`src/sv/mtes_pkg.sv`:
```
// Package: shared types and constants for the MIDI track event serializer.
`timescale 1ns / 1ps

package mtes_pkg;

	// Event kinds as carried on the input channel
	typedef enum logic [1:0] {
		KIND_NOTE_OFF = 2'd0,
		KIND_PEDAL    = 2'd1,
		KIND_NOTE_ON  = 2'd2,
		KIND_END      = 2'd3
	} kind_t;

	localparam int unsigned FRAME_BYTES = 8;
	localparam int unsigned VLQ_GROUPS  = 5;

	localparam logic [7:0] STATUS_NOTE_OFF = 8'h80;
	localparam logic [7:0] STATUS_NOTE_ON  = 8'h90;
	localparam logic [7:0] STATUS_CTRL     = 8'hB0;
	localparam logic [7:0] CTRL_SUSTAIN    = 8'd64;
	localparam logic [7:0] META_PREFIX     = 8'hFF;
	localparam logic [7:0] META_END_TRACK  = 8'h2F;
	localparam logic [7:0] VLQ_CONT        = 8'h80;

	// One encoded event: up to eight bytes and the count in use
	typedef struct packed {
		logic [FRAME_BYTES-1:0][7:0] bytes;
		logic [3:0]                  len;
	} frame_t;

endpackage

```
`src/sv/mtes_evt_if.sv`:
```
// Interface: input channel carrying one channel event per item.
`timescale 1ns / 1ps

interface mtes_evt_if;
	logic        valid;
	logic        ready;
	logic [1:0]  kind;
	logic [31:0] event_time;
	logic [3:0]  channel;
	logic [6:0]  key;
	logic [6:0]  level;

	modport source (output valid, kind, event_time, channel, key, level, input ready);
	modport sink   (input valid, kind, event_time, channel, key, level, output ready);
endinterface

```
`src/sv/mtes_byte_if.sv`:
```
// Interface: output channel carrying one track body byte per item.
`timescale 1ns / 1ps

interface mtes_byte_if;
	logic       valid;
	logic       ready;
	logic [7:0] byte_out;
	logic       last_byte;

	modport source (output valid, byte_out, last_byte, input ready);
	modport sink   (input valid, byte_out, last_byte, output ready);
endinterface

```
`src/sv/mtes_encoder.sv`:
```
// Encoder: delta time, VLQ packing and message bytes into a frame register.
`timescale 1ns / 1ps

module mtes_encoder (
	input  logic              clk,
	input  logic              arst_n,
	mtes_evt_if.sink          evt,
	output logic              frame_vld,
	input  logic              frame_rdy,
	output mtes_pkg::frame_t  frame
);

	logic [31:0]          prev_time_q;
	logic [31:0]          delta;
	logic [2:0]           n_grp;
	logic [7:0][7:0]      grp;
	logic [3:0][7:0]      msg;
	mtes_pkg::kind_t      kind;
	mtes_pkg::frame_t     frame_d;
	mtes_pkg::frame_t     frame_s1;
	logic                 frame_vld_s1;
	logic                 accept;

	assign kind      = mtes_pkg::kind_t'(evt.kind);
	assign evt.ready = !frame_vld_s1 || frame_rdy;
	assign accept    = evt.valid && evt.ready;
	assign delta     = evt.event_time - prev_time_q;

	// Count the 7-bit groups the delta needs
	always_comb begin
		priority if (delta[31:28] != 4'd0) n_grp = 3'd5;
		else if (delta[27:21] != 7'd0)     n_grp = 3'd4;
		else if (delta[20:14] != 7'd0)     n_grp = 3'd3;
		else if (delta[13:7] != 7'd0)      n_grp = 3'd2;
		else                               n_grp = 3'd1;
	end

	// Split the delta into groups, least significant first
	always_comb begin
		grp    = '0;
		grp[0] = {1'b0, delta[6:0]};
		grp[1] = {1'b0, delta[13:7]};
		grp[2] = {1'b0, delta[20:14]};
		grp[3] = {1'b0, delta[27:21]};
		grp[4] = {4'd0, delta[31:28]};
	end

	// Pick the three message bytes
	always_comb begin
		msg = '0;
		unique case (kind)
			mtes_pkg::KIND_NOTE_OFF: begin
				msg[0] = mtes_pkg::STATUS_NOTE_OFF | {4'd0, evt.channel};
				msg[1] = {1'b0, evt.key};
				msg[2] = 8'd0;
			end
			mtes_pkg::KIND_PEDAL: begin
				msg[0] = mtes_pkg::STATUS_CTRL | {4'd0, evt.channel};
				msg[1] = mtes_pkg::CTRL_SUSTAIN;
				msg[2] = {1'b0, evt.level};
			end
			default: begin
				msg[0] = mtes_pkg::STATUS_NOTE_ON | {4'd0, evt.channel};
				msg[1] = {1'b0, evt.key};
				msg[2] = {1'b0, evt.level};
			end
		endcase
	end

	// Lay out the frame: VLQ bytes most significant first, then the message; end of track gets the fixed meta frame
	always_comb begin
		logic [3:0] pos;
		logic [2:0] gi;
		logic [3:0] mi;
		pos     = '0;
		gi      = '0;
		mi      = '0;
		frame_d = '0;
		if (kind == mtes_pkg::KIND_END) begin
			frame_d.bytes[0] = 8'd0;
			frame_d.bytes[1] = mtes_pkg::META_PREFIX;
			frame_d.bytes[2] = mtes_pkg::META_END_TRACK;
			frame_d.bytes[3] = 8'd0;
			frame_d.len      = 4'd4;
		end else begin
			for (int i = 0; i < mtes_pkg::FRAME_BYTES; i++) begin
				pos = 4'(i);
				gi  = 3'(n_grp - pos[2:0] - 3'd1);
				mi  = pos - {1'b0, n_grp};
				if (pos < {1'b0, n_grp}) begin
					frame_d.bytes[pos[2:0]] = grp[gi] |
						((pos + 4'd1 < {1'b0, n_grp}) ? mtes_pkg::VLQ_CONT : 8'd0);
				end else begin
					frame_d.bytes[pos[2:0]] = msg[mi[1:0]];
				end
			end
			frame_d.len = {1'b0, n_grp} + 4'd3;
		end
	end

	// Hold the last event time; end of track clears it
	always_ff @(posedge clk or negedge arst_n) begin
		if (!arst_n) begin
			prev_time_q <= '0;
		end else if (accept) begin
			prev_time_q <= (kind == mtes_pkg::KIND_END) ? 32'd0 : evt.event_time;
		end
	end

	// Frame register: load on accept, drop once handed on
	always_ff @(posedge clk or negedge arst_n) begin
		if (!arst_n) begin
			frame_vld_s1 <= 1'b0;
		end else if (accept) begin
			frame_vld_s1 <= 1'b1;
		end else if (frame_rdy) begin
			frame_vld_s1 <= 1'b0;
		end
	end

	always_ff @(posedge clk) begin
		if (accept) begin
			frame_s1 <= frame_d;
		end
	end

	assign frame_vld = frame_vld_s1;
	assign frame     = frame_s1;

endmodule

```
`src/sv/mtes_serializer.sv`:
```
// Serializer: sends a frame one byte per cycle on the output channel while the output is ready.
`timescale 1ns / 1ps

module mtes_serializer (
	input  logic              clk,
	input  logic              arst_n,
	input  logic              frame_vld,
	output logic              frame_rdy,
	input  mtes_pkg::frame_t  frame,
	mtes_byte_if.source       body
);

	mtes_pkg::frame_t frame_q;
	logic             busy_q;
	logic [2:0]       idx_q;
	logic             is_last;
	logic             take;
	logic             load;

	assign is_last   = ({1'b0, idx_q} + 4'd1) == frame_q.len;
	assign take      = body.valid && body.ready;
	assign frame_rdy = !busy_q || (take && is_last);
	assign load      = frame_vld && frame_rdy;

	assign body.valid     = busy_q;
	assign body.byte_out  = frame_q.bytes[idx_q];
	assign body.last_byte = is_last;

	// Advance through the frame, load the next one after the last byte
	always_ff @(posedge clk or negedge arst_n) begin
		if (!arst_n) begin
			busy_q <= 1'b0;
			idx_q  <= '0;
		end else if (load) begin
			busy_q <= 1'b1;
			idx_q  <= '0;
		end else if (take) begin
			if (is_last) begin
				busy_q <= 1'b0;
			end
			idx_q <= idx_q + 3'd1;
		end
	end

	always_ff @(posedge clk) begin
		if (load) begin
			frame_q <= frame;
		end
	end

endmodule

```
`src/sv/midi_track_event_serializer.sv`:
```
// Top level: MIDI track event serializer, events in, track body bytes out.
//
//   channel  dir  payload                                    per item
//   evt      in   kind, event_time, channel, key, level      one event
//   body     out  byte_out, last_byte                        one byte
//
// An event is encoded into a frame of 4 to 8 bytes in the encoder's register
// when it is accepted, and moves into the byte sender once that can take it;
// its bytes are sent from there. Bytes go out one a cycle while the output is
// ready. One frame waits behind the one being sent, so input is taken while
// output stalls until both are full. Reset clears the stored time and empties
// both.
`timescale 1ns / 1ps

module midi_track_event_serializer (
	input  logic        clk,
	input  logic        arst_n,
	mtes_evt_if.sink    evt,
	mtes_byte_if.source body
);

	mtes_pkg::frame_t frame;
	logic             frame_vld;
	logic             frame_rdy;

	mtes_encoder u_encoder (
		.clk       (clk),
		.arst_n    (arst_n),
		.evt       (evt),
		.frame_vld (frame_vld),
		.frame_rdy (frame_rdy),
		.frame     (frame)
	);

	mtes_serializer u_serializer (
		.clk       (clk),
		.arst_n    (arst_n),
		.frame_vld (frame_vld),
		.frame_rdy (frame_rdy),
		.frame     (frame),
		.body      (body)
	);

endmodule

```
`src/flat_wrapper.sv`:
```
// flat-port wrapper written by rule: the top's interface ports become plain ports
module midi_track_event_serializer_flat 
  (clk, arst_n, evt_valid, evt_kind, evt_event_time, evt_channel, evt_key, evt_level, evt_ready, body_valid, body_byte_out, body_last_byte, body_ready);
  mtes_evt_if evt_i ();
  mtes_byte_if body_i ();
  input  logic clk;
  input  logic arst_n;
  input wire logic [$bits(evt_i.valid)-1:0] evt_valid;
  input wire logic [$bits(evt_i.kind)-1:0] evt_kind;
  input wire logic [$bits(evt_i.event_time)-1:0] evt_event_time;
  input wire logic [$bits(evt_i.channel)-1:0] evt_channel;
  input wire logic [$bits(evt_i.key)-1:0] evt_key;
  input wire logic [$bits(evt_i.level)-1:0] evt_level;
  output wire logic [$bits(evt_i.ready)-1:0] evt_ready;
  output wire logic [$bits(body_i.valid)-1:0] body_valid;
  output wire logic [$bits(body_i.byte_out)-1:0] body_byte_out;
  output wire logic [$bits(body_i.last_byte)-1:0] body_last_byte;
  input wire logic [$bits(body_i.ready)-1:0] body_ready;
  assign evt_i.valid = evt_valid;
  assign evt_i.kind = evt_kind;
  assign evt_i.event_time = evt_event_time;
  assign evt_i.channel = evt_channel;
  assign evt_i.key = evt_key;
  assign evt_i.level = evt_level;
  assign evt_ready = evt_i.ready;
  assign body_valid = body_i.valid;
  assign body_byte_out = body_i.byte_out;
  assign body_last_byte = body_i.last_byte;
  assign body_i.ready = body_ready;
  midi_track_event_serializer u_core (.clk(clk), .arst_n(arst_n), .evt(evt_i), .body(body_i));
endmodule
```
`config.mk`:
```
export PLATFORM = sky130hd
export DESIGN_NAME = midi_track_event_serializer_flat
export DESIGN_NICKNAME = d
export VERILOG_FILES = /design/src/sv/mtes_pkg.sv /design/src/sv/mtes_evt_if.sv /design/src/sv/mtes_byte_if.sv /design/src/sv/mtes_encoder.sv /design/src/sv/mtes_serializer.sv /design/src/sv/midi_track_event_serializer.sv /design/src/flat_wrapper.sv
export SDC_FILE = /design/constraint.sdc
export NUM_CORES = 1
export LEC_CHECK = 0
export ABC_AREA = 0
export BUFFER_PORTS_ARGS = -buffer_cell sky130_fd_sc_hd__buf_2
export CORE_ASPECT_RATIO = 0.7
export CORE_MARGIN = 2
export CORE_UTILIZATION = 62
export DETAILED_ROUTE_END_ITERATION = 12
export PLACE_DENSITY_LB_ADDON = 0.2
export RECOVER_POWER = 100
export SYNTH_ARGS = -nofsm -noshare
export SYNTH_HDL_FRONTEND = slang
export SYNTH_SLANG_ARGS = --single-unit
```
`constraint.sdc`:
```
create_clock -name clk -period 5.8 [get_ports clk]
set_input_delay 0.29 -clock clk [delete_from_list [all_inputs] [get_ports clk]]
set_output_delay 0.29 -clock clk [all_outputs]
set_load 0.005 [all_outputs]
```
* Yosys cells after proc, flatten, opt, wreduce, memory -nomap -nowiden
Index checks and enable logic that the tools add are counted. W data, S select, Z words.
Word-level totals: bits in registers 173, input port bits 56, output and inout port bits 11, logic and storage cells 153
Cells by class: add/subtract/negate cells 24, magnitude comparators 23, equality and inequality tests 3, muxes and demuxes 58, bitwise operators 6, reduce and logical (&&, ||, !) cells 17
Operator list (count):
- $mux W8 | 29
- $bmux W8 S3 | 8
- $bmux W8 S2 | 8
- $or A8 B8 Y8 | 6
- $pmux W23 S2 | 1
- $lt A3 B4 Y1 const B | 8
- $mux W32 | 1
- $sub A32 B32 Y32 | 1
- $lt A2 B3 Y1 const B | 8
- $reduce_bool A7 Y1 | 3
- $sub A3 B1 Y3 const B | 7
- $mux W3 | 5
- $lt A3 B3 Y1 const A | 3
- $sub A3 B3 Y3 const B | 3
- $sub A1 B2 Y2 const A | 4
- $sub A2 B2 Y2 const A | 4
- $lt A1 B3 Y1 const A | 2
- $lt A2 B3 Y1 const A | 2
- $reduce_bool A2 Y1 | 3
- $sub A3 B2 Y3 const B | 2
- $mux W1 | 5
- $add A3 B1 Y4 const B | 1
- $add A3 B2 Y4 const B | 1
- $eq A4 B4 Y1 | 1
- 10 further kinds | 15

* Depth between registers and ports, before layout
Gate-level depths: netlist of the first run.
depth after elaboration 12, depth in mapped cells 23, mapped depth without buffers 19

* Hierarchy
From an unflattened synthesis of the first run, not the netlist that was laid out.
Second synthesis, totals: cell total of the unflattened synthesis 1049, area total of the unflattened synthesis 10817.9 µm²
Modules (own cells, without submodules):
- mtes_encoder | instances 1, cells each 920, area each 7930.1 µm², seq. area each 2867.8 µm²
- mtes_serializer | instances 1, cells each 129, area each 2887.8 µm², seq. area each 2142.1 µm²

* Least setup slack after synthesis of the first run
OpenSTA, ideal clock, no wires.
path type register to register, start reg u_core.u_serializer.idx_q[0], end reg u_core.u_serializer.frame_q[0] (netlist bit) (enable), setup time 517 ps, arrival 4742 ps, data required time 5283 ps, slack 541 ps, cell stages (with the launch flop) 8, path buffers 0, cell sequence dfrtp_1 -> ha_1 -> xor2_1 -> nor3_1 -> a31oi_1 -> nor3_1 -> nand2_1 -> a21oi_1
On the way: longest elaborated chain between the ends 5
RTL lines:
- from (decl) | RTL line mtes_serializer.sv:15 | logic [2:0] idx_q;
- from (signal assigned) | RTL line mtes_serializer.sv:41 | idx_q <= idx_q + 3'd1;
- $add A3 B1 Y4 | RTL line mtes_serializer.sv:20 | assign is_last = ({1'b0, idx_q} + 4'd1) == frame_q.len;
- $eq A4 B4 Y1 | RTL line mtes_serializer.sv:20
- net body_last_byte | RTL line flat_wrapper.sv:17 | output wire logic [$bits(body_i.last_byte)-1:0] body_last_byte;
- $logic_and A1 B1 Y1 | RTL line mtes_serializer.sv:22 | assign frame_rdy = !busy_q || (take && is_last);
- $logic_or A1 B1 Y1 | RTL line mtes_serializer.sv:22
- $logic_and A1 B1 Y1 | RTL line mtes_serializer.sv:23 | assign load = frame_vld && frame_rdy;
- net u_core.u_serializer.load | RTL line mtes_serializer.sv:18 | logic load;
- to (signal assigned) | RTL line mtes_serializer.sv:47 | frame_q <= frame;
- to (decl) | RTL line mtes_serializer.sv:13 | mtes_pkg::frame_t frame_q;
The timed path passes the listed nets, and every way through them passes these cells. A chain may end at the register's enable or synchronous reset.

* Worst setup path after layout of the first run
start reg u_core.u_encoder.prev_time_q[18], end reg u_core.u_encoder.frame_s1 (netlist bit u_core.u_encoder.frame[38]), data pin
On the way: longest elaborated chain between the ends 11, elaborated cells on any way between the ends 17, those cells by class add/sub: 4; order compare: 1; mux: 8; bitwise: 1; reduce/logical: 3
RTL lines:
- from (decl) | RTL line mtes_encoder.sv:13 | logic [31:0] prev_time_q;
- from (signal assigned) | RTL line mtes_encoder.sv:106 | prev_time_q <= (kind == mtes_pkg::KIND_END) ? 32'd0 : evt.event_time;
- $sub A32 B32 Y32 * | RTL line mtes_encoder.sv:27 | assign delta = evt.event_time - prev_time_q;
- $reduce_bool A7 Y1 | RTL line mtes_encoder.sv:33 | else if (delta[20:14] != 7'd0) n_grp = 3'd3;
- $mux W3 | RTL line mtes_encoder.sv:33
- $mux W3 | RTL line mtes_encoder.sv:32 | else if (delta[27:21] != 7'd0) n_grp = 3'd4;
- $mux W3 | RTL line mtes_encoder.sv:31 | priority if (delta[31:28] != 4'd0) n_grp = 3'd5;
- $sub A3 B3 Y3 | RTL line mtes_encoder.sv:88 | gi = 3'(n_grp - pos[2:0] - 3'd1);
- $sub A3 B1 Y3 | RTL line mtes_encoder.sv:88
- $bmux W8 S3 | RTL line mtes_encoder.sv:91 | frame_d.bytes[pos[2:0]] = grp[gi] |
- $mux W8 (implied by the code) | RTL line mtes_encoder.sv:91
- $or A8 B8 Y8 | RTL line mtes_encoder.sv:91
- $mux W8 * | RTL line mtes_encoder.sv:90 | if (pos < {1'b0, n_grp}) begin
- to (signal assigned) | RTL line mtes_encoder.sv:123 | frame_s1 <= frame_d;
- to (decl) | RTL line mtes_encoder.sv:20 | mtes_pkg::frame_t frame_s1;
Every way passes the cells marked *; elsewhere a longest branch is shown, timed or not. The select of a mux whose other input is x is not followed.

==> results of run 1 <==
==> path summary, 6_finish.rpt <==
check | startpoint | end | slack, ns | cells after the start
hold / removal | evt_valid | u_core.u_encoder.frame_vld$_DFFE_PN0P_ | 0.06 | 2
min in group asynchronous | arst_n | u_core.u_encoder.prev_time_q[24]$_DFFE_PN0P_ | 0.50 | 1
max in group asynchronous | arst_n | u_core.u_serializer.idx_q[2]$_DFFE_PN0P_ | 4.02 | 1
setup / recovery | u_core.u_encoder.prev_time_q[18]$_DFFE_PN0P_ | u_core.u_encoder.frame[38]$_SDFFCE_PP0P_ | 0.16 | 14
hold reg to reg | u_core.u_encoder.frame[33]$_SDFFCE_PP0P_ | u_core.u_serializer.frame_q[33]$_DFFE_PP_ | 0.42 | 0
setup reg to reg | u_core.u_encoder.prev_time_q[18]$_DFFE_PN0P_ | u_core.u_encoder.frame[38]$_SDFFCE_PP0P_ | 0.16 | 14
==> worst max-delay path, delay by kind of cell, from the launching register on <==
| family | cells | cell delay (ns) |
|---|---|---|
| adders and majority gates | 1 | 0.44 |
| DFF | 1 | 0.35 |
| AOI/OAI and AO/OA | 6 | 2.79 |
| and+or+nand+nor | 5 | 1.61 |
| xor gates and xnor gates | 1 | 0.24 |
| buffers and inverters | 1 | 0.06 |
==> repair_timing <==
action	CTS	global route
buffers inserted	0	0
endpoints found under the setup margin	0	21
gates resized for setup	0	4
==> per-layer routing <==
metal | vias to the layer above | global-route usage [%] | part of all wire, %
met5 | - | 0 | 0
met4 | 0 | 9.82 | 1.9
met3 | 71 | 11.1 | 14
met2 | 705 | 51.1 | 41
met1 | 4608 | 56.3 | 43
li1 | 4173 | - | -
==> layout make-up <==
cell class | count | area, um^2 | area share (%)
sequential | 173 | 5010 | 41.2
inverter | 51 | 198 | 1.62
timing repair buffer | 87 | 448 | 3.68
clock inverter | 15 | 190 | 1.56
tap | 231 | 289 | 2.38
multi-input combinational | 778 | 5610 | 46.1
clock buffer | 17 | 425 | 3.50
==> cell usage after synthesis, drive strengths merged (4+ instances only) <==
library cell	count	area share (%)
a21boi	5	0.34
nand3	50	2.3
o221ai	12	0.95
a2111oi	5	0.79
clkbuf	38	1.3
and3	8	0.50
o21ai	88	4.1
o2111ai	6	0.47
buf	29	1.4
edfxtp	136	37
and2	20	1.1
nand2	84	2.9
a221oi	6	0.47
a31oi	15	0.85
o21a	11	0.74
nor3	27	1.2
mux2i	30	2.7
nand4	12	0.68
a41oi	4	0.38
inv	49	1.7
xor2	16	1.3
ha	41	4.6
or3	8	0.45
xnor2	23	2.0
mux2	22	2.2
a21oi	65	3.2
mux4	19	3.9
nand2b	15	0.91
o22ai	17	0.96
a211oi	13	0.88
o31ai	4	0.32
nor2b	5	0.28
a21o	12	0.81
a211o	6	0.47
nor2	55	1.9
o211ai	17	1.2
a311oi	4	0.32
nor4	7	0.39
dfrtp	37	8.3
o2bb2ai	4	0.32
==> through the flow <==
step | area, um^2 | utilization (%) | hold WS, ns | instances | power (mW)
finish | 12200 | 70.3 | 0.0643 | 1352 | 7.40
floorplan | 11100 | - | -0.00559 | 1069 | 4.87
global placement | 11600 | 66.9 | 0.401 | 1320 | 6.00
global route | 12200 | 70.3 | 0.0540 | 1352 | 7.73
detailed placement | 11600 | 66.9 | 0.405 | 1320 | 6.04
CTS | 12200 | 70.5 | 0.00293 | 1352 | 7.26
==> logic make-up after synthesis <==
kind of cell	count (synthesis)	share of synthesized area, %
buf+inv	118	4.42
flops	173	45.2
mux	71	8.80
compound gates	327	20.4
xor+xnor	39	3.32
simple gates	299	13.1
fa+ha+maj	42	4.81
==> power by group through the flow <==
stage | logic, mW | registers (mW) | clock network (mW)
5_1_grt | 4.61 | 1.89 | 1.23
6_report | 4.35 | 1.86 | 1.18
3_3_place_gp | 4.13 | 1.87 | 0
2_1_floorplan | 3.05 | 1.82 | 0
3_5_place_dp | 4.16 | 1.88 | 0
4_1_cts | 4.22 | 1.86 | 1.18
==> flip-flops by register name, indices dropped and copies added, names as in the netlist <==
name / flops
u_core.u_serializer.idx_q: 3
u_core.u_encoder.frame_vld: 1
u_core.u_serializer.body.valid: 1
u_core.u_encoder.frame: 68
u_core.u_serializer.frame_q: 68
u_core.u_encoder.prev_time_q: 32
==> summary.md, run 1 <==
## Placement
- 0.330 ns — worst slack after detailed placement
- 1.08 — final RePlAce weighted congestion
- 66 — IO Port Bufs
- 24.6 mm — hpwl dp

## Clock tree
- 0.08 ns — clock transition at the registers of the reported paths
- 2 — maximum buffer depth of the clock tree
- 0.44 ns — insertion delay of the later-clocked pin in the worst-skew pair
- 17 — Num CTS Buffers
- clkbuf_16 — buffer cell driving the clock tree root
- 4 — maximum level of the CTS H-tree
- done — clock tree from TritonCTS
- 173 — number of sinks handled by clock tree synthesis
- 0 — number of hold buffers added after cts

## Drt
- 6 — first drt pass iteration count
- 0 — number of nets with antenna violations after detailed routing
- 0 — detailed-route DRC error count
- 34.3 mm — Routed Wire Length
- 1607 — Detailed Route Iter0 Violations
- 7.07 — vias per cell
- 25.4 um — detailed-route wire length per cell
- 9557 — DR vias

## Die
- 164 um — width of the die
- 17300 um^2 — area of the core
- 40 — placement row count
- 116 um — Die Y
- 19000 um^2 — Die Footprint
- 64.0% — initial core utilization
- 67 — I/O Pins

## Power and ir drop
- 3.90 mW — Internal
- 608 nW/um^2 — power per unit of standard cell area
- 4.54 nW — Static Leak
- 0.000360 V — Worst VDD drop
- 58.8% — part of the power in combinational logic
- 16.0% — clock share of power
- 3.49 mW — switching power
- 25.2% — share of power burned in registers
- 47.2% — Sw Ratio

## Setup path
- 1.36 ns — worst stage delay on the critical path
- o21ai_0 — Crit-path slowest cell
- inv_1, ha_1, nand4_1, nor4_2, o211ai_1, nand3_1, xnor2_1, o21ai_1, or4_1, o21ai_0, a22o_1, nor2_1, a211oi_1, o311a_1 — cell-by-cell listing of the critical path
- flop — sort of element at the start of the critical path
- 6.09 ns — CP Data Required Time
- 5.92 ns — Critical Path AT
- reg2reg — critical setup path kind
- flop — nature of the critical path endpoint
- 10 — worst-path fanout max

## Finish
- 1206 — nets
- 136 x edfxtp_1, 82 x nand2_1, 78 x o21ai_0 — most used cells in the layout excluding fill and tap cells
- 1319 — count of fill cells added during filler insertion
- 15.8% — share of post-route cells with drive strength above 1
- edfxtp_1 — most common cell after layout, fill and taps aside
- 9.74% — area grow syn2layout
- 0 — number of diodes added for antenna fixing

## Global routing
- 51.9 mm — global-route wire length before repair
- 69 — pin count of the biggest net entering global routing
- 0 — overall overflow remaining after global route
- 36.9% — overall global routing resource usage
- 0 — number of antenna violations at the first check in global routing
- 8792 — vias in the first global route

## Synth
- 45.2% — post-synthesis sequential area ratio
- 21.4% — proportion of register bits with asynchronous set or reset after synthesis
- 173 — flops & latches, synth
- 86 — number of distinct library cell variants in the gate-level netlist after synthesis
- 136 — Post-synth EDFFs
- 0 — Synth Warn #
- 10.4 um^2 — Avg Cell Area, Syn
- 11100 um^2 — Cell Area, Synth
- edfxtp_1 — most instantiated flip-flop cell in the synthesis netlist
- 1069 — Mapped Cells
- 1167 — Syn Nets

## Flow run
- 4 — total of max-cap violations

## Timing
- false — setup repair after global routing missed its margin
- 177 MHz — Highest Clock Rate
- 5.64 ns — fin crit period
- -48.7% — normalized max-slew margin
- 0 ns — Total Negative Setup Slacks
- 0.164 ns — min setup slack post-route
- 0 — count of endpoints failing setup in the final report
- 162 — Final Slew Violations
- 2.23 ns — worst slew pin tran
- 97.2% — share of the clock period used by the worst path
- 0.0134 ns — worst clock skew
- 0 — final-report hold violation count

## Worst hold path
- in2reg — type of the most critical hold path

## Status
- complete, but fails checks — result of the run
- max-capacitance violations, max-slew violations — violations in the final reports

Note: power is estimated with default switching activity, not from simulation.
==> inputs of run 2 (changes only) <==
--- a/config.mk
+++ b/config.mk
@@ -9,7 +9,7 @@
 export BUFFER_PORTS_ARGS = -buffer_cell sky130_fd_sc_hd__buf_2
 export CORE_ASPECT_RATIO = 0.7
 export CORE_MARGIN = 2
-export CORE_UTILIZATION = 62
+export CORE_UTILIZATION = 30
 export DETAILED_ROUTE_END_ITERATION = 12
 export PLACE_DENSITY_LB_ADDON = 0.2
 export RECOVER_POWER = 100
==> run 2 against run 1 <==
Against the previous run: critical path depth up 3; sequential power down 2%; largest power group unchanged; the run still ends with max-capacitance violations, max-slew violations left; critical endpoint is now u_core.u_encoder.frame[36]$_SDFFCE_PP0P_; hold slack worse by 0.016 ns.
==> summary.md, run 2 (same netlist as run 1, synthesis figures left out) <==
## Power and ir drop
- 4.63 nW — Static Leak
- 587 nW/um^2 — power per unit of standard cell area
- 0.000187 V — Worst VDD drop

## Placement
- 1595 — cell count after placement
- 0.951 — final RePlAce weighted congestion
- 0.535 ns — worst slack after detailed placement
- 66 — IO Port Bufs
- 27.7 mm — hpwl dp

## Global routing
- 1 — number of antenna violations at the first check in global routing
- 55.4 mm — global-route wire length before repair
- 19.5% — overall global routing resource usage
- 0 — overall overflow remaining after global route
- 69 — pin count of the biggest net entering global routing
- 8682 — vias in the first global route

## Drt
- 0 — number of nets with antenna violations after detailed routing
- 6 — first drt pass iteration count
- 22.4 um — detailed-route wire length per cell
- 956 — Detailed Route Iter0 Violations
- 9155 — DR vias
- 0 — detailed-route DRC error count
- 36.5 mm — Routed Wire Length
- 5.62 — vias per cell

## Timing
- 0 ns — Total Negative Setup Slacks
- 2.21 ns — worst slew pin tran
- 95.8% — share of the clock period used by the worst path
- 130 — Final Slew Violations
- 0 — count of endpoints failing setup in the final report
- 5.56 ns — fin crit period
- 0.241 ns — min setup slack post-route
- -47.3% — normalized max-slew margin
- 0.0241 ns — worst clock skew
- false — setup repair after global routing missed its margin
- 180 MHz — Highest Clock Rate
- 0 — final-report hold violation count

## Setup path
- 6.07 ns — CP Data Required Time
- reg2reg — critical setup path kind
- 5.83 ns — Critical Path AT
- flop — nature of the critical path endpoint
- 9 — worst-path fanout max
- flop — sort of element at the start of the critical path

## Finish
- 13.7% — area grow syn2layout
- 3706 — count of fill cells added during filler insertion
- 16.9% — share of post-route cells with drive strength above 1
- 1233 — nets
- 1629 — final cell count without fillers
- 34.9% — Final Core Density
- edfxtp_1 — most common cell after layout, fill and taps aside
- 136 x edfxtp_1, 82 x nand2_1, 78 x o21ai_0 — most used cells in the layout excluding fill and tap cells

## Status
- max-capacitance violations, max-slew violations — violations in the final reports
- complete, but fails checks — result of the run

## Clock tree
- clkbuf_16 — buffer cell driving the clock tree root
- 2 — maximum buffer depth of the clock tree
- 0.46 ns — insertion delay of the later-clocked pin in the worst-skew pair
- 17 — Num CTS Buffers
- 173 — number of sinks handled by clock tree synthesis
- 0 — buffers inserted by post-CTS timing repair
- 0.07 ns — clock transition at the registers of the reported paths
- 4 — maximum level of the CTS H-tree
- done — clock tree from TritonCTS

## Die
- 67 — I/O Pins
- 36100 um^2 — area of the core
- 30.7% — initial core utilization
- 165 um — Die Y
- 234 um — width of the die
- 38500 um^2 — Die Footprint
- 58 — placement row count

## Worst hold path
- in2reg — type of the most critical hold path

## Flow run
- 3 — total of max-cap violations

## run 2: power breakdown
part / internal, mW / total, mW / switching (mW)
registers: 1.74 / 1.82 / 0.0882
clock network: 0.558 / 1.08 / 0.518
logic: 1.65 / 4.51 / 2.86
total: 3.94 / 7.41 / 3.46
## run 2: per-stage QoR
stage	total power [mW]	area, um^2	hold WS, ns
after floorplan	4.87	11100	-0.00559
after global placement	6.31	12100	0.402
after detailed placement	6.28	12100	0.405
after CTS	7.41	12700	0.0215
after global routing	7.86	12600	0.0337
final	7.41	12600	0.0484
## run 2: final cells by class
class / count / area, um^2 / share of cell area (%)
well taps: 480 / 601 / 4.76
clock inverters: 13 / 108 / 0.853
multi-input cells: 778 / 5590 / 44.3
clock buffers: 19 / 433 / 3.43
diodes: 1 / 2.50 / 0.0198
inverters: 51 / 194 / 1.54
repair buffers: 114 / 674 / 5.35
flip-flops and latches: 173 / 5010 / 39.7
## run 2: what timing repair did
item | in CTS | in global routing
hold endpoints to repair | 26 | 0
hold buffers | 1 | 0
gates resized for setup | 0 | 0
## run 2: worst max-delay path: stages, from the launching register on
cell and delay, ns:
dfrtp_1 0.33, inv_1 0.05, ha_1 0.45, nand4_1 0.26
nor4_1 0.48, o211ai_1 0.35, nand3_1 0.23, xnor2_1 0.21
o21ai_0 0.25, or4_1 0.65, nor2_1 0.29, nand2_2 0.10
buf_4 0.21, ha_1 0.21, o21a_1 0.37, nor3_1 0.37
inv_1 0.25, o2bb2ai_1 0.29
## run 2: final timing paths
path | startpoint | end | slack (ns) | cells past startpoint
hold / removal | evt_valid | u_core.u_encoder.frame_vld$_DFFE_PN0P_ | 0.05 | 2
setup reg to reg | u_core.u_encoder.prev_time_q[12]$_DFFE_PN0P_ | u_core.u_encoder.frame[36]$_SDFFCE_PP0P_ | 0.24 | 17
max in group asynchronous | arst_n | u_core.u_encoder.prev_time_q[31]$_DFFE_PN0P_ | 3.49 | 2
min in group asynchronous | arst_n | u_core.u_encoder.prev_time_q[25]$_DFFE_PN0P_ | 1.03 | 2
setup / recovery | u_core.u_encoder.prev_time_q[12]$_DFFE_PN0P_ | u_core.u_encoder.frame[36]$_SDFFCE_PP0P_ | 0.24 | 17
hold reg to reg | u_core.u_encoder.frame[49]$_SDFFCE_PP0P_ | u_core.u_serializer.frame_q[49]$_DFFE_PP_ | 0.41 | 0
## run 2: metal layers
metal / GRT usage (%) / routed length, um / part of all wire, % / up-vias
li1: - / - / - / 4229
met1: 30.4 / 18700 / 51 / 4535
met2: 26.3 / 14400 / 40 / 353
met3: 4.63 / 2730 / 7.5 / 38
met4: 5.12 / 567 / 1.6 / 0
met5: 0 / 0 / 0 / -
==> inputs of run 3 (changes only) <==
==> constraint.sdc (replaced) <==
create_clock -name clk -period 6.31 [get_ports clk]
set_input_delay 0.3155 -clock clk [delete_from_list [all_inputs] [get_ports clk]]
set_output_delay 0.3155 -clock clk [all_outputs]
set_load 0.005 [all_outputs]
==> run 3 against run 2 <==
Against the previous run: the run still ends with max-capacitance violations, max-slew violations left; register-to-register slack better by 0.36 ns; power shrank 8.6%; critical path depth down 2; utilization shrank 0.30 points; final cell count fell by 0.86%; via count is 1.7% lower; hold slack improved by 0.015 ns; clock skew is 0.013 ns lower; die area did not move; critical endpoint is now u_core.u_encoder.frame[50]$_SDFFCE_PP0P_; largest cell class unchanged.
==> summary.md, run 3 (same netlist as run 1, synthesis figures left out) <==
## Status
- complete, but fails checks — result of the run
- max-capacitance violations, max-slew violations — violations in the final reports

## Timing
- 2.21 ns — worst slew pin tran
- 0 — final-report hold violation count
- 0.0113 ns — worst clock skew
- 5.71 ns — fin crit period
- -47.2% — normalized max-slew margin
- 155 — Final Slew Violations
- false — setup repair after global routing missed its margin
- 90.5% — share of the clock period used by the worst path
- 0 ns — Total Negative Setup Slacks
- 175 MHz — Highest Clock Rate
- 0 — count of endpoints failing setup in the final report

## Placement
- 28.0 mm — hpwl dp
- 66 — IO Port Bufs
- 1583 — cell count after placement
- 0.979 — final RePlAce weighted congestion

## Clock tree
- 0.46 ns — insertion delay of the later-clocked pin in the worst-skew pair
- 17 — Num CTS Buffers
- done — clock tree from TritonCTS
- clkbuf_16 — buffer cell driving the clock tree root
- 0 — Resized cells post-CTS
- 2 — maximum buffer depth of the clock tree
- 4 — maximum level of the CTS H-tree
- 0 — buffers inserted by post-CTS timing repair
- 173 — number of sinks handled by clock tree synthesis
- 0.07 ns — clock transition at the registers of the reported paths
- 1 — number of hold buffers added after cts

## Finish
- 1221 — nets
- 136 x edfxtp_1, 83 x nand2_1, 78 x o21ai_0 — most used cells in the layout excluding fill and tap cells
- 1615 — final cell count without fillers
- edfxtp_1 — most common cell after layout, fill and taps aside
- 15.8% — share of post-route cells with drive strength above 1
- 12.7% — area grow syn2layout

## Global routing
- 20.0% — overall global routing resource usage
- 2 — number of antenna violations at the first check in global routing
- 0 — overall overflow remaining after global route
- 69 — pin count of the biggest net entering global routing
- 56.1 mm — global-route wire length before repair
- 8378 — vias in the first global route

## Die
- 30.7% — initial core utilization
- 58 — placement row count
- 234 um — width of the die
- 67 — I/O Pins
- 165 um — Die Y
- 36100 um^2 — area of the core
- 38500 um^2 — Die Footprint

## Worst hold path
- evt_valid — Hold Startpoint
- u_core.u_encoder.frame_vld$_DFFE_PN0P_ — destination of the worst hold path
- 2 — cell depth of the worst min-delay path
- in2reg — type of the most critical hold path

## Drt
- 23.1 um — detailed-route wire length per cell
- 5.57 — vias per cell
- 0 — number of nets with antenna violations after detailed routing
- 1102 — Detailed Route Iter0 Violations
- 9002 — DR vias
- 5 — first drt pass iteration count
- 0 — detailed-route DRC error count
- 37.3 mm — Routed Wire Length

## Setup path
- u_core.u_encoder.frame[50]$_SDFFCE_PP0P_ — RR Endpoint
- u_core.u_encoder.prev_time_q[6]$_DFFE_PN0P_ — Critical R2R Launch
- flop — sort of element at the start of the critical path
- 3 — combined buffer and inverter count along the critical path
- 0.60 ns — register-to-register path setup slack
- flop — nature of the critical path endpoint
- 5.94 ns — Critical Path AT
- clkbuf_1 — Crit-path slowest cell
- 0.69 ns — worst stage delay on the critical path
- compound AO/OA/AOI/OAI gates — cell family with most CP delay
- u_core.u_encoder.prev_time_q[6]$_DFFE_PN0P_ — critical path launch point
- 15 — worst-path fanout max
- inv_1, ha_1, a21oi_1, inv_1, o31ai_2, a21oi_1, nor4_1, a311oi_1, nor4_1, o2111a_1, clkbuf_1, ha_1, nor2b_1, nand2_1, o22ai_1 — cell-by-cell listing of the critical path
- 15 — count of cells along the worst register-to-register path
- 6.53 ns — CP Data Required Time
- 15 — Crit path depth
- reg2reg — critical setup path kind

## Power and ir drop
- 0.000182 V — Worst VDD drop
- 4.57 nW — Static Leak
- 541 nW/um^2 — power per unit of standard cell area

## Flow run
- 4 — total of max-cap violations

-- run 3: changes by cell type in the layout (fill, tap and decap cells not counted), moves of 2 or more --
cell      delta
inv_8        -2
clkinv_1     -2
clkbuf_4     -2
buf_4       -10
clkinv_2     +3
-- run 3: final cells by class --
type / instances / area [um^2]
repair buffers: 102 / 567
inverters: 51 / 196
diodes: 1 / 2.50
fillers: 3677 / 23600
well taps: 480 / 601
clock inverters: 12 / 118
flip-flops and latches: 173 / 5010
multi-input cells: 778 / 5580
clock buffers: 18 / 429
-- run 3: worst max-delay path by stage --
stage / to / slack [ns]
after CTS: u_core.u_encoder.frame[14]$_SDFFCE_PP1P_ / 1.14
after detailed placement: u_core.u_encoder.frame[14]$_SDFFCE_PP1P_ / 1.04
final: u_core.u_encoder.frame[50]$_SDFFCE_PP0P_ / 0.60
after global routing: u_core.u_encoder.frame[54]$_SDFFCE_PP0P_ / 0.36
after floorplan: u_core.u_serializer.frame_q[0]$_DFFE_PP_ / 1.05
after global placement: u_core.u_encoder.frame[14]$_SDFFCE_PP1P_ / 1.06
-- run 3: worst reg2reg max path, stage by stage (launching register included) --
cell and delay (ns):
dfrtp_1 0.34, inv_1 0.05, ha_1 0.37, a21oi_1 0.25, inv_1 0.09, o31ai_2 0.51
a21oi_1 0.30, nor4_1 0.50, a311oi_1 0.16, nor4_1 0.43, o2111a_1 0.32, clkbuf_1 0.69
ha_1 0.49, nor2b_1 0.26, nand2_1 0.28, o22ai_1 0.43
-- run 3: report_power, final --
group / leakage, nW / switching, mW / internal (mW)
Combinational: 2.63 / 2.57 / 1.47
Clock: 0.261 / 0.486 / 0.543
Sequential: 1.68 / 0.111 / 1.60
Total: 4.57 / 3.16 / 3.61
-- run 3: layer usage --
layer	GRT usage, %	share of wire [%]	up-vias
met5	0	0	-
met4	4.72	1.4	0
met3	3.87	6.3	33
met2	26.9	40	317
met1	32.0	53	4454
li1	-	-	4198
-- run 3: per-stage QoR --
step / worst slack (ns) / total power [mW] / instance area [um^2] / util [%] / hold WS, ns
floorplan: 1.05 / 4.48 / 11100 / - / 0.0199
global placement: 1.06 / 5.74 / 12000 / 33.2 / 0.401
detailed placement: 1.04 / 5.71 / 12000 / 33.2 / 0.405
CTS: 1.14 / 6.77 / 12600 / 34.8 / 0.0380
global route: 0.362 / 7.21 / 12500 / 34.6 / 0.0602
finish: 0.597 / 6.77 / 12500 / 34.6 / 0.0634
